File: src/design/cuckoo_filter_engine_assert.svh
// Assertion macros for the cuckoo filter engine.
// Needs clk and arst_n in the scope where a macro is used; no other dependencies.
`ifndef CUCKOO_FILTER_ENGINE_ASSERT_SVH
`define CUCKOO_FILTER_ENGINE_ASSERT_SVH

// Same-cycle implication, checked outside reset.
`define CFE_ASSERT_NOW(lbl, ante, cons, msg) \
	lbl: assert property (@(posedge clk) disable iff (!arst_n) (ante) |-> (cons)) \
		else $error(msg);

// Next-cycle implication, checked outside reset.
`define CFE_ASSERT_NEXT(lbl, ante, cons, msg) \
	lbl: assert property (@(posedge clk) disable iff (!arst_n) (ante) |=> (cons)) \
		else $error(msg);

`endif

File: src/design/cfe_pkg.sv
// Shared types, constants and the LFSR step function of the cuckoo filter engine.
// No dependencies.
`timescale 1ns / 1ps

package cfe_pkg;

	localparam int FP_W       = 7;
	localparam int SLOTS      = 4;
	localparam int SLOT_W     = 2;
	localparam int FILL_W     = 3;
	localparam int KICK_W     = 10;
	localparam int SEED_W     = 16;
	localparam int CFG_IDX_W  = 1;
	localparam int CFG_DATA_W = 16;

	localparam logic [KICK_W-1:0] KICKS_RESET = 10'd500;
	localparam logic [SEED_W-1:0] SEED_RESET  = 16'd1;
	localparam logic [SEED_W-1:0] LFSR_TAPS   = 16'hB400;
	localparam logic [FILL_W-1:0] FILL_FULL   = 3'd4;

	localparam logic OP_INSERT = 1'b0;
	localparam logic OP_LOOKUP = 1'b1;

	localparam logic [CFG_IDX_W-1:0] REG_MAX_KICKS   = 1'b0;
	localparam logic [CFG_IDX_W-1:0] REG_RANDOM_SEED = 1'b1;

	// One bucket row: fill count plus four fingerprint slots.
	typedef struct packed {
		logic [FILL_W-1:0]           fill;
		logic [SLOTS-1:0][FP_W-1:0]  fp;
	} row_t;

	localparam int ROW_W = $bits(row_t);

	// Configuration state seen by the controller.
	typedef struct packed {
		logic [KICK_W-1:0] max_kicks;
		logic [SEED_W-1:0] lfsr;
	} cfg_t;

	function automatic logic [SEED_W-1:0] lfsr_next(input logic [SEED_W-1:0] s);
		logic [SEED_W-1:0] sh;
		sh = s >> 1;
		return s[0] ? (sh ^ LFSR_TAPS) : sh;
	endfunction

endpackage

File: src/design/cfe_regs.sv
// Configuration registers and the LFSR of the cuckoo filter engine.
// Depends on cfe_pkg.
`timescale 1ns / 1ps

module cfe_regs import cfe_pkg::*; (
	input  logic                  clk,
	input  logic                  arst_n,
	input  logic                  cfg_wr_en,
	input  logic [CFG_IDX_W-1:0]  cfg_index,
	input  logic [CFG_DATA_W-1:0] cfg_wdata,
	input  logic                  step,
	output cfg_t                  cfg
);

	logic [KICK_W-1:0] max_kicks_q;
	logic [SEED_W-1:0] lfsr_q;

	always_ff @(posedge clk or negedge arst_n) begin
		if (!arst_n) begin
			max_kicks_q <= KICKS_RESET;
			lfsr_q      <= SEED_RESET;
		end else if (cfg_wr_en) begin
			unique case (cfg_index)
				REG_MAX_KICKS: begin
					max_kicks_q <= cfg_wdata[KICK_W-1:0];
				end
				REG_RANDOM_SEED: begin
					// a zero seed would lock the LFSR
					lfsr_q <= (cfg_wdata == '0) ? SEED_RESET : cfg_wdata;
				end
				default: begin
					lfsr_q <= lfsr_q;
				end
			endcase
		end else if (step) begin
			lfsr_q <= lfsr_next(lfsr_q);
		end
	end

	assign cfg.max_kicks = max_kicks_q;
	assign cfg.lfsr      = lfsr_q;

endmodule

File: config.mk
export PLATFORM = sky130hd
export DESIGN_NAME = cfe_regs
export DESIGN_NICKNAME = d
export VERILOG_FILES = /design/src/design/cuckoo_filter_engine_assert.svh /design/src/design/cfe_pkg.sv /design/src/design/cfe_regs.sv
export SDC_FILE = /design/constraint.sdc
export NUM_CORES = 1
export LEC_CHECK = 0
export ABC_CLOCK_PERIOD_IN_PS = 1900
export BUFFER_PORTS_ARGS = -buffer_cell sky130_fd_sc_hd__buf_2
export CAP_MARGIN = 10
export CORE_MARGIN = 8
export CORE_UTILIZATION = 52
export DETAILED_ROUTE_END_ITERATION = 6
export GPL_TIMING_DRIVEN = 0
export PLACE_DENSITY = 0.84
export SYNTH_ARGS = -nofsm -noshare
export SYNTH_HDL_FRONTEND = slang
export SYNTH_SLANG_ARGS = --single-unit
export TNS_END_PERCENT = 50
File: constraint.sdc
create_clock -name clk -period 1.9 [get_ports clk]
set_clock_uncertainty 0.15 [all_clocks]
set_input_delay 0.19 -clock clk [delete_from_list [all_inputs] [get_ports clk]]
set_output_delay 0.19 -clock clk [all_outputs]
set_load 0.05 [all_outputs]
==> flow_metrics.py, run 1 <==
metrics = {
    "grt": {
        "grt_max_degree": 27,
        "wire_length_of_the_first_global_routing_pass_mm": 5.53,
        "globalRouteTotalUtil_pct": 16.8,
        "globalRouteOverflowTotal": 0,
        "grt_pass1_vias": 1111,
        "grt_antenna_before_repair": 0,
    },
    "worst_setup_path": {
        "worst_setup_path_end_kind": "flip-flop",
        "crit_path_max_fanout": 2,
        "cp_data_required_time_ns": 2.03,
        "r2r_slack_ns": 0.55,
        "reg2reg_from": "lfsr_q[0]",
        "timing.critical_path.slowest_cell_delay_ns": 0.59,
        "setup_crit_start_kind": "primary input",
        "worstPathArrival_ns": 1.88,
        "critical-path-slowest-cell": "sky130_fd_sc_hd__dlygate4sd3_1",
        "r2r.worst_path.cells": 4,
        "critical_r2r_capture": "lfsr_q[10]",
        "crit_path_frequent_cell": "sky130_fd_sc_hd__dlygate4sd3_1",
        "worstPathCellList": "dlygate4sd3_1 -> buf_2 -> nor4_1 -> dlygate4sd3_1 -> nand4_1 -> a21oi_1",
        "path_class": "in2reg",
    },
    "floorplanning": {
        "floorplan.die_area_sq_mm": 0.00425,
        "boundaryPins": 47,
        "die_x_um": 65.2,
        "die_height_um": 65.2,
        "placement_rows": 18,
        "core_area_sq_mm": 0.00239,
        "initial_cell_density_of_the_core_pct": 52.8,
    },
    "run": {
        "timing.max_cap.violations": 0,
    },
    "routing": {
        "drc": 0,
        "drt-pass1-iter-count": 5,
        "final_antenna_net_count": 0,
        "vias_per_cell": 5.35,
        "routed_wire_length_per_instance_um": 17.1,
        "dr_total_vias": 1069,
        "route.final.wire_length_mm": 3.42,
        "dr.first_iter.drc_count": 50,
    },
    "synth": {
        "synthTopCellsByCount": "19 x sky130_fd_sc_hd__dfrtp_1, 17 x sky130_fd_sc_hd__mux2i_1, 16 x sky130_fd_sc_hd__nand2_1, 16 x sky130_fd_sc_hd__o21ai_0, 10 x sky130_fd_sc_hd__mux2_4",
        "yosysTopAreaCell": "sky130_fd_sc_hd__dfrtp_1",
        "yosys.cell_count.top_type": "sky130_fd_sc_hd__dfrtp_1",
        "ys.flop_type": "sky130_fd_sc_hd__dfrtp_1",
        "area_share_of_the_largest_cell_type_after_synthesis_pct": 37.7,
        "synth_area_sq_mm": 0.00126,
        "synth_area_leaders": "sky130_fd_sc_hd__dfrtp_1 38%, sky130_fd_sc_hd__dfstp_2 15%, sky130_fd_sc_hd__mux2i_1 14%",
        "ys.warnings.count": 0,
        "synthArstFlopShare_pct": 100,
        "seq_area_frac_synth_pct": 52.3,
        "yosysUniqueCellTypes": 16,
        "synthesis.nets": 125,
        "average_size_of_a_mapped_cell_sq_um": 12.1,
        "ys_ff_latch": 26,
        "synth_edf_count": 0,
        "netlist_instances": 104,
    },
    "place": {
        "port-buffer-count": 46,
        "place.gp.congestion": 0.770,
        "dp.final_hpwl_mm": 2.43,
        "place_worst_setup_slack_ns": 0.456,
    },
    "sta": {
        "fin_hold_viols": 0,
        "setup_viol": 0,
        "min_period_over_period_pct": 91.9,
        "worst_slack_ns": 0.154,
        "worst-slew-pin-transition_ns": 0.567,
        "unrepaired_setup_endpoints_after_global_routing": "no",
        "max_freq_mhz": 573,
        "maxSlewHeadroom_pct": 62.2,
        "finalWorstPathRequiredPeriod_ns": 1.75,
        "setup-tns-final_ns": 0,
        "report.final.slew_viol_count": 0,
    },
    "power": {
        "power-per-cell-area_mw_per_mm2": 986,
        "p_leak_nw": 0.880,
        "finalPower_mw": 1.69,
        "power.ir.vdd_worst_v": 0.000685,
    },
    "clock_network": {
        "cts.clk_slew.worst_paths_ns": 0.13,
        "tritoncts.num_buffers": 3,
        "numClockSinks": 26,
        "quantity_of_gates_resized_following_cts": 0,
        "cts.repair_timing.setup_buffer_count": 0,
        "htreeDepth": 1,
        "postCtsHoldBufs": 16,
        "max-clock-path-buffers": 2,
        "worstSkewPairLatency_ns": 0.34,
        "cts_tree": "yes",
        "cts.root.buffer_cell": "sky130_fd_sc_hd__clkbuf_4",
    },
    "cells_and_area": {
        "final_nets": 192,
        "post-route-util_pct": 71.8,
        "drive_above_1_share_pct": 42.9,
        "antenna-diode-count": 0,
        "area_growth_syn_to_layout_pct": 36.0,
    },
    "hold_path": {
        "min_to": "lfsr_q[0]",
        "min_delay_path_depth": 4,
        "min_delay_path_class": "in2reg",
        "hold_start": "cfg_index",
    },
    "status": {
        "run_status": "complete, no violations",
    },
}
layout by cell type, fill, tap and decap left out, drive strengths merged:
cell type,synthesis,layout
nand2,16,16
nor4,4,4
dfrtp,19,19
xor2,3,3
nand2b,1,1
o21ai,16,16
clkbuf,1,5
dlygate4sd3,0,16
dfstp,7,7
nand4,1,1
buf,6,52
mux2,10,10
nor2,1,1
mux2i,17,17
a21oi,1,1
o21a,1,1
power by group:
group	internal [mW]	switching, mW	total [mW]	leakage [nW]
clock network	0.0828	0.167	0.250	0.0150
logic	0.211	0.500	0.712	0.559
registers	0.661	0.0679	0.729	0.306
total	0.956	0.735	1.69	0.880
flip-flops by register name, summed over array words and instances (netlist names):
name and flops:
lfsr_q 16, max_kicks_q 10
cells by family (layout without fill, tap and decap cells):
family	count (synthesis)	after routing	share of synthesized area [%]
AO/OA/AOI/OAI	18	18	7.35
XOR/XNOR	3	3	2.09
buffers and inverters	7	73	4.17
AND/OR/NAND/NOR	23	23	8.64
multiplexers	27	27	25.4
flip-flops	26	26	52.3
metal layers:
metal  GRT usage, %  wire (um)  vias to the layer above
met4           9.54         99                        0
li1               -          -                      500
met5              0          0                        -
met2           27.2       1700                       42
met3           4.25        223                       10
met1           19.9       1390                      517
layout make-up:
class	count	area (sq um)
flip-flops and latches	26	659
multi-input cells	71	548
well taps	30	37.5
fillers	184	673
plain buffers	7	52.6
clock buffers	4	26.3
repair buffers	62	390
metrics by stage:
stage | std cells | area (sq um) | hold WS [ns]
floorplan | 104 | 1260 | -0.256
global placement | 180 | 1530 | 0.0634
detailed placement | 180 | 1530 | 0.0605
CTS | 200 | 1710 | 0.0178
global route | 200 | 1710 | 0.0371
finish | 200 | 1710 | 0.00745
worst max-delay path by stage:
stage / start / to / slack [ns] / depth (start not counted)
2_1_floorplan: lfsr_q[0] / lfsr_q[0] / 0.44 / 4
3_3_place_gp: cfg_wr_en / lfsr_q[4] / 0.58 / 4
3_5_place_dp: cfg_wr_en / lfsr_q[1] / 0.46 / 4
4_1_cts: cfg_wdata[12] / lfsr_q[0] / 0.14 / 6
5_1_grt: cfg_wdata[12] / lfsr_q[0] / 0.13 / 6
6_report: cfg_wdata[12] / lfsr_q[0] / 0.15 / 6
critical path, delay by kind of cell:
family | cells | cell delay (ns)
buf+inv | 3 | 1.24
simple gates | 2 | 0.30
compound gates | 1 | 0.14
Power figures use the tool's default switching activity.
==> run 2: changes to the inputs <==
- CORE_MARGIN: 8 -> 10
- TNS_END_PERCENT: 50 -> default
==> flow_metrics.py, run 2 (synthesis gave the netlist of run 1 again) <==
metrics = {
    "worst_setup_path": {
        "cp_data_required_time_ns": 2.01,
        "worstPathArrival_ns": 1.90,
        "worst_setup_path_end_kind": "flip-flop",
        "crit_path_max_fanout": 2,
        "r2r_slack_ns": 0.55,
        "path_class": "in2reg",
        "setup_crit_start_kind": "primary input",
    },
    "sta": {
        "finalWorstPathRequiredPeriod_ns": 1.78,
        "worst-slew-pin-transition_ns": 0.564,
        "fin_hold_viols": 0,
        "setup-tns-final_ns": 0,
        "setup_viol": 0,
        "max_freq_mhz": 561,
        "min_period_over_period_pct": 93.9,
        "maxSlewHeadroom_pct": 62.4,
        "post_route_hold_slack_ns": 0.00553,
        "worst_slack_ns": 0.116,
        "unrepaired_setup_endpoints_after_global_routing": "no",
        "report.final.slew_viol_count": 0,
    },
    "clock_network": {
        "cts.root.buffer_cell": "sky130_fd_sc_hd__clkbuf_4",
        "htreeDepth": 1,
        "cts.repair_timing.setup_buffer_count": 0,
        "max-clock-path-buffers": 2,
        "worstSkewPairLatency_ns": 0.32,
        "tritoncts.num_buffers": 3,
        "cts_tree": "yes",
        "numClockSinks": 26,
        "cts.clk_slew.worst_paths_ns": 0.14,
    },
    "floorplanning": {
        "die_x_um": 69.2,
        "initial_cell_density_of_the_core_pct": 55.9,
        "core_area_sq_mm": 0.00225,
        "placement_rows": 17,
        "boundaryPins": 47,
        "floorplan.die_area_sq_mm": 0.00479,
        "die_height_um": 69.2,
    },
    "place": {
        "placedCellCount": 178,
        "dp.final_hpwl_mm": 2.41,
        "port-buffer-count": 46,
        "place.gp.congestion": 0.750,
        "placement.cell_area_sq_mm": 0.00153,
        "place_worst_setup_slack_ns": 0.502,
    },
    "routing": {
        "vias_per_cell": 5.39,
        "route.final.wire_length_mm": 3.37,
        "drc": 0,
        "drt-pass1-iter-count": 6,
        "final_antenna_net_count": 0,
        "dr_total_vias": 1062,
        "dr.first_iter.drc_count": 63,
        "routed_wire_length_per_instance_um": 17.1,
    },
    "status": {
        "run_status": "complete, no violations",
    },
    "cells_and_area": {
        "post-route-util_pct": 75.9,
        "final_nets": 191,
        "finish.instance_area_sq_mm": 0.00171,
        "most-common-layout-cells": "49 x sky130_fd_sc_hd__buf_2, 19 x sky130_fd_sc_hd__dfrtp_1, 17 x sky130_fd_sc_hd__mux2i_1, 16 x sky130_fd_sc_hd__nand2_1, 16 x sky130_fd_sc_hd__o21ai_0",
        "area_growth_syn_to_layout_pct": 35.8,
        "final_common_cell": "sky130_fd_sc_hd__buf_2",
        "antenna-diode-count": 0,
        "stdcell_count": 197,
        "registers.top_by_ff_count": "lfsr_q",
        "number_of_flip_flops_under_the_largest_register_name": 16,
        "reg_top3": "lfsr_q: 16 flops, max_kicks_q: 10 flops",
        "drive_above_1_share_pct": 43.8,
    },
    "grt": {
        "grt_pass1_vias": 1169,
        "wire_length_of_the_first_global_routing_pass_mm": 5.84,
        "grt_antenna_before_repair": 0,
        "globalRouteOverflowTotal": 0,
        "globalRouteTotalUtil_pct": 14.5,
        "grt_max_degree": 27,
    },
    "power": {
        "power.ir.vdd_worst_v": 0.000595,
        "power-per-cell-area_mw_per_mm2": 1000,
        "finalPower_mw": 1.71,
        "p_leak_nw": 0.881,
    },
    "hold_path": {
        "min_delay_path_class": "in2reg",
    },
    "run": {
        "timing.max_cap.violations": 0,
    },
}
## run 2: area by class of cell
class / instances / area [sq um]
Multi-Input combinational cell: 71 / 548
Buffer: 7 / 52.6
Tap cell: 28 / 35.0
Fill cell: 171 / 543
Timing Repair Buffer: 61 / 380
Clock buffer: 4 / 36.3
Sequential cell: 26 / 659
## run 2: metal layers
layer / GRT usage, % / wire length [um]
met4: 4.21 / 38
met2: 25.1 / 1740
met1: 16.3 / 1340
met5: 0 / 0
met3: 4.85 / 249
## run 2: power breakdown
| group | total [mW] | switching, mW | internal, mW | leakage (nW) |
|---|---|---|---|---|
| registers | 0.724 | 0.0630 | 0.661 | 0.306 |
| clock network | 0.279 | 0.162 | 0.117 | 0.0210 |
| logic | 0.708 | 0.498 | 0.210 | 0.555 |
## run 2: final timing paths
path | start | end | cells past startpoint
max | cfg_wdata[12] | lfsr_q[0] | 6
min | cfg_wdata[13] | lfsr_q[0] | 4
max reg2reg | lfsr_q[0] | lfsr_q[12] | 4
min reg2reg | lfsr_q[5] | lfsr_q[5] | 2
max in group asynchronous | arst_n | max_kicks_q[5] | 2
min in group asynchronous | arst_n | lfsr_q[13] | 2
## run 2: critical path, stage by stage
cell and delay, ns:
sky130_fd_sc_hd__dlygate4sd3_1 0.53, sky130_fd_sc_hd__buf_2 0.12, sky130_fd_sc_hd__nor4_1 0.23, sky130_fd_sc_hd__dlygate4sd3_1 0.59, sky130_fd_sc_hd__nand4_1 0.08, sky130_fd_sc_hd__a21oi_1 0.15
## run 2: timing repair
item | in CTS | in global routing
endpoints found under the hold margin | 30 | 0
hold buffers | 15 | 0
resized for setup | 0 | 0
